===== src/hw/rtl/scmb_pkg.sv =====
package scmb_pkg;

  localparam int WORD_W           = 64;
  localparam int NUM_COUNTERS_DEF = 64;
  localparam int MAX_RANGE        = 64;

  localparam int CMD_W     = 3;
  localparam int IDX_IN_W  = 7;
  localparam int CNT_IN_W  = 7;
  localparam int PROC_W    = 7;
  localparam int RES_IDX_W = 6;
  localparam int SEL_W     = 6;
  localparam int CFG_IDX_W = 1;

  localparam int IN_TDATA_W  = 80;
  localparam int OUT_TDATA_W = 208;
  localparam int OUT_TUSER_W = 2;

  localparam logic [SEL_W-1:0] PKTS_SEL_RST  = SEL_W'(2);
  localparam logic [SEL_W-1:0] BYTES_SEL_RST = SEL_W'(3);

  // rate arithmetic: divide by the sample period, bytes to bits by shift
  localparam int DIVISOR    = 10;
  localparam int BIT_SHIFT  = 3;
  localparam int RATE_LANES = 2;
  localparam int LANE_PKT   = 0;
  localparam int LANE_BIT   = 1;

  typedef logic [WORD_W-1:0] word_t;
  typedef logic [RATE_LANES-1:0][WORD_W-1:0] rate_pair_t;

  typedef enum logic [CMD_W-1:0] {
    CMD_ADD       = 3'd0,
    CMD_INC       = 3'd1,
    CMD_DEC       = 3'd2,
    CMD_READ      = 3'd3,
    CMD_CLEAR     = 3'd4,
    CMD_CLEAR_ALL = 3'd5,
    CMD_RATE      = 3'd6
  } cmd_t;

  typedef enum logic [CFG_IDX_W-1:0] {
    CFG_PKTS_SEL  = 1'b0,
    CFG_BYTES_SEL = 1'b1
  } cfg_reg_t;

endpackage


===== src/hw/rtl/scmb_ram.sv =====
module scmb_ram #(
  parameter int DEPTH  = scmb_pkg::NUM_COUNTERS_DEF,
  parameter int ADDR_W = $clog2(scmb_pkg::NUM_COUNTERS_DEF)
) (
  input  logic               clk,
  input  logic               we,
  input  logic [ADDR_W-1:0]  waddr,
  input  scmb_pkg::word_t    wdata,
  input  logic               re,
  input  logic [ADDR_W-1:0]  raddr,
  output scmb_pkg::word_t    rdata
);
  import scmb_pkg::*;

  word_t mem [DEPTH];

  always_ff @(posedge clk) begin
    if (we) begin
      mem[waddr] <= wdata;
    end
  end

  // read data holds until the next read
  always_ff @(posedge clk) begin
    if (re) begin
      rdata <= mem[raddr];
    end
  end

endmodule


===== config.mk =====
export PLATFORM = sky130hd
export DESIGN_NAME = scmb_ram
export DESIGN_NICKNAME = d
export VERILOG_FILES = /design/src/hw/rtl/scmb_pkg.sv /design/src/hw/rtl/scmb_ram.sv
export SDC_FILE = /design/constraint.sdc
export NUM_CORES = 2
export LEC_CHECK = 0
export BUFFER_PORTS_ARGS = -buffer_cell sky130_fd_sc_hd__buf_2
export CAP_MARGIN = 25
export CORE_UTILIZATION = 45
export DETAILED_ROUTE_END_ITERATION = 12
export GPL_ROUTABILITY_DRIVEN = 0
export PLACE_DENSITY = 0.6
export REMOVE_ABC_BUFFERS = 1
export SYNTH_ARGS = -nofsm -noshare
export SYNTH_HDL_FRONTEND = slang
export SYNTH_SLANG_ARGS = --single-unit

===== constraint.sdc =====
create_clock -name clk -period 19.9 [get_ports clk]
set_input_delay 3.98 -clock clk [delete_from_list [all_inputs] [get_ports clk]]
set_output_delay 3.98 -clock clk [all_outputs]
set_load 0.02 [all_outputs]

---- Word-level counts from Yosys, hierarchy flattened ----
Memories as Yosys holds them, arrays and structs flattened. A register that Yosys moved wholly into a read port is not among the register bits.
Index checks and enable logic that the tools add are counted.
W data, S select, Z words.
storage, ports and cells
  register bits ........................... 0
  bits in writable memories ............... 4096
  input port bits ......................... 79
  output and inout port bits .............. 64
  logic and storage cells ................. 3
  memories ................................ 1
operators by class
  muxes and demuxes ....................... 2
memory list
  memory  words  width  rd ports  clocked after Yosys merged registers in  write ports  RTL line        source
  mem     64     64     1         1                                        1            scmb_ram.sv:15  word_t mem [DEPTH];
operators with widths
  operator  number
  $mux W1   2

---- Longest topological paths before layout ----
  word-level depth ........................ 2
  depth in mapped cells ................... 9
  depth with buffers taken out ............ 5

---- Worst setup path before layout ----
No wires, ideal clock.
  path kind ............................... input to register
  start point ............................. input waddr[3]
  end point ............................... memory mem[48][0] (netlist name) (enable)
  library setup time ...................... 0.564 ns
  arrival ................................. 8.852 ns
  data required time ...................... 19.336 ns
  slack ................................... 10.484 ns
  stages .................................. 4
  buffers on the path ..................... 1
  cells stage by stage .................... clkbuf_1 nor2b_1 nand4b_1 nor3_1
RTL lines
  what         RTL line        source
  from (decl)  scmb_ram.sv:7   input logic [ADDR_W-1:0] waddr,
  to (decl)    scmb_ram.sv:15
Straight into the memory's write port.

==> run metrics <==
Crit. End Element flop; wire length per cell 35.7 um; routed vias between 70,000 and 80,000; die height 593 um; Die Wd 593 um; # nets final between 7,000 and 8,000; CP Data Required Time a little over 20,000 ps; WS Path Type in -> reg; largest net degree at the start of global routing 138; total CTS buffers 420; final setup fails 0; drt pass-1 iters 5; most frequent CP cell buf_4; Setup crit start raddr[0]; initial core utilization roughly 45%; top_reg_cell synth edfxtp_1; Worst R2R Start mem[32][11]; Layout Utilization 51.3%; Max Cap Viol 0; DRT Wirelength 428 mm; DR DRC count 0; DR vias/cell ~6.3; CP max-delay cell buf_4; Syn. warnings 0; Worst-Margin Slew 1340 ps; Clock Latency Late Sink around 960 ps; initial antenna violation count 35; Power Total 18.1 mW; clock buffer depth 4; Port Buffer Count ~140; final hold vios 0; H-tree lvl count 5; period utilization 42.3%; #FFs+latches synth 4,160; Final ANT Viol Nets 0; leakage 55.2 nW; CTS tree built; Cell variety after synth 32; Fmax approximately 120 MHz; EDFF count, synth 4,160; startpoint type of the worst setup path primary input; # IOs 143; VDD IR max 0.0772 mV; final critical-path required period 8420 ps; die area 351,000 um^2; DRT iter0 DRCs 9,470; fin area 178,000 um^2; core area around 350,000 um^2; synthesized area per cell 23.8 um^2; std cell rows between 200 and 250; cell area after synthesis 157,000 um^2; Root Buffer clkbuf_16; area delta synth->final 13.4%; Top delay family on crit path buffers and inverters; FFs w/ async S/R, synth 0%; RSZ-0062 raised after global routing false; slowest stage delay, CP 870 ps; status finished clean; CP Buf/Inv Count 6; first-pass GRT wire length roughly 600 mm; final max-slew violation count 0; CTS sink cnt 4,160; total negative slack 0 ps; Worst Min Path Start mem[13][61]; CTS Hold Bufs 0; Post-CTS Repair Setup Buffers 0; Seq/Total Area, Yosys around 80%; clk slew on worst S/H paths 60 ps; dpl cell area 164,000 um^2; CP Max Fanout 93; Clock Skew 34.9 ps; GRT Overall Usage roughly 24%; post-synthesis cell count 6,598; vias in the first global route roughly 76,000; crit path DAT 9080 ps; share of cells above drive strength 1 28.1%; Hold WC Path Type reg -> reg; PD cells slightly above 100 nW/um^2; cts repair resizes 0; CP cell instances buf_12, buf_12, buf_4, buf_4, buf_4, buf_16, mux4_2, mux2i_1, o22ai_1, a41oi_1, a211oi_1; dpl hpwl between 200 and 250 mm; Congestion Overflow GR 0; Rel. slew slack 11.0%
registers in the layout (all words and copies together) (netlist names):
| name | cells |
|---|---|
| rdata | 64 |
| mem | 4096 |
synthesized netlist by cell type (all sizes together), types with 2 or more instances:
cell type / n / area, um^2
a211oi: 63 / 473
a22o: 88 / 771
a22oi: 168 / 1260
a2bb2oi: 19 / 166
a31oi: 18 / 113
a41oi: 26 / 228
and2: 3 / 18.8
and3: 64 / 400
buf: 230 / 1250
clkbuf: 140 / 526
edfxtp: 4160 / 125000
inv: 19 / 71.3
mux2i: 135 / 1350
mux4: 1024 / 23100
nand2: 58 / 218
nand2b: 11 / 68.8
nand3: 45 / 225
nand3b: 2 / 15.0
nand4: 2 / 12.5
nor2: 112 / 420
nor2b: 28 / 175
nor3: 2 / 10.0
o221ai: 38 / 333
o22ai: 83 / 519
or2: 28 / 175
or3: 29 / 181
layer usage:
layer | wire length (um) | track usage [%] | vias to the layer above
met4 | 14000 | 7.19 | 18
met5 | 107 | 0 | -
met3 | 34800 | 4.03 | 722
li1 | - | - | 29500
met1 | 168000 | 33.5 | 41600
met2 | 210000 | 40.1 | 3581
final cells by class:
type                    instances  area, um^2
multi-input cells            2049       30800
clock buffers                 534       11100
diodes                         13        32.5
repair buffers                388        3540
flip-flops and latches       4160      125000
inverters                      19        71.3
well taps                    4578        5730
fillers                     26700      169000
clock inverters               229        1840
cells in the final DEF, fill, tap and decap left out, drive strengths merged:
master and count:
nor3 2, buf 388, or3 29, nand2b 11
diode 13, bufinv 24, nand3 45, a31o 1
mux4 1024, or3b 1, and2 3, a211oi 63
edfxtp 4160, nor2 112, nor2b 28, nand4b 1
a31oi 18, or2 28, a22o 88, clkinvlp 6
o221ai 38, a22oi 168, mux2i 135, o22ai 83
clkbuf 534, nand3b 2, nand4 2, a41oi 26
nand2 58, clkinv 188, inv 30, a2bb2oi 19
and3 64
cells by family after synthesis:
logic type | synth area share (%)
flops | 79.6
mux | 15.6
compound gates | 2.47
buf+inv | 1.18
simple gates | 1.23
worst min-delay path, delay by kind of cell (launching register included):
family          cells  cell delay (ps)
flops               1              320
simple gates        2              250
mux                 1              220
compound gates      1               90
worst paths after layout:
path | endpoint | cells past startpoint | slack, ps
worst max-delay path | rdata[27] | 11 | 11480
worst min-delay path | rdata[61] | 4 | 970
worst max register to register | rdata[11] | 4 | 17490
worst min register to register | rdata[61] | 4 | 970
where the power goes:
| part | switching, mW | total, mW | internal, mW |
|---|---|---|---|
| Sequential | 0.0209 | 9.74 | 9.72 |
| Clock | 3.28 | 7.53 | 4.24 |
| Combinational | 0.523 | 0.835 | 0.311 |
| Total | 3.83 | 18.1 | 14.3 |
through the flow:
step | std cells | hold slack [ps] | setup WS, ps
detailed placement | 11200 | 964 | 10010
floorplan | 6228 | 865 | 10620
finish | 12000 | 974 | 11480
CTS | 11900 | 979 | 11070
global route | 12000 | 1020 | 11060
global placement | 11100 | 976 | 9950
(Power assumes the default switching activity.)
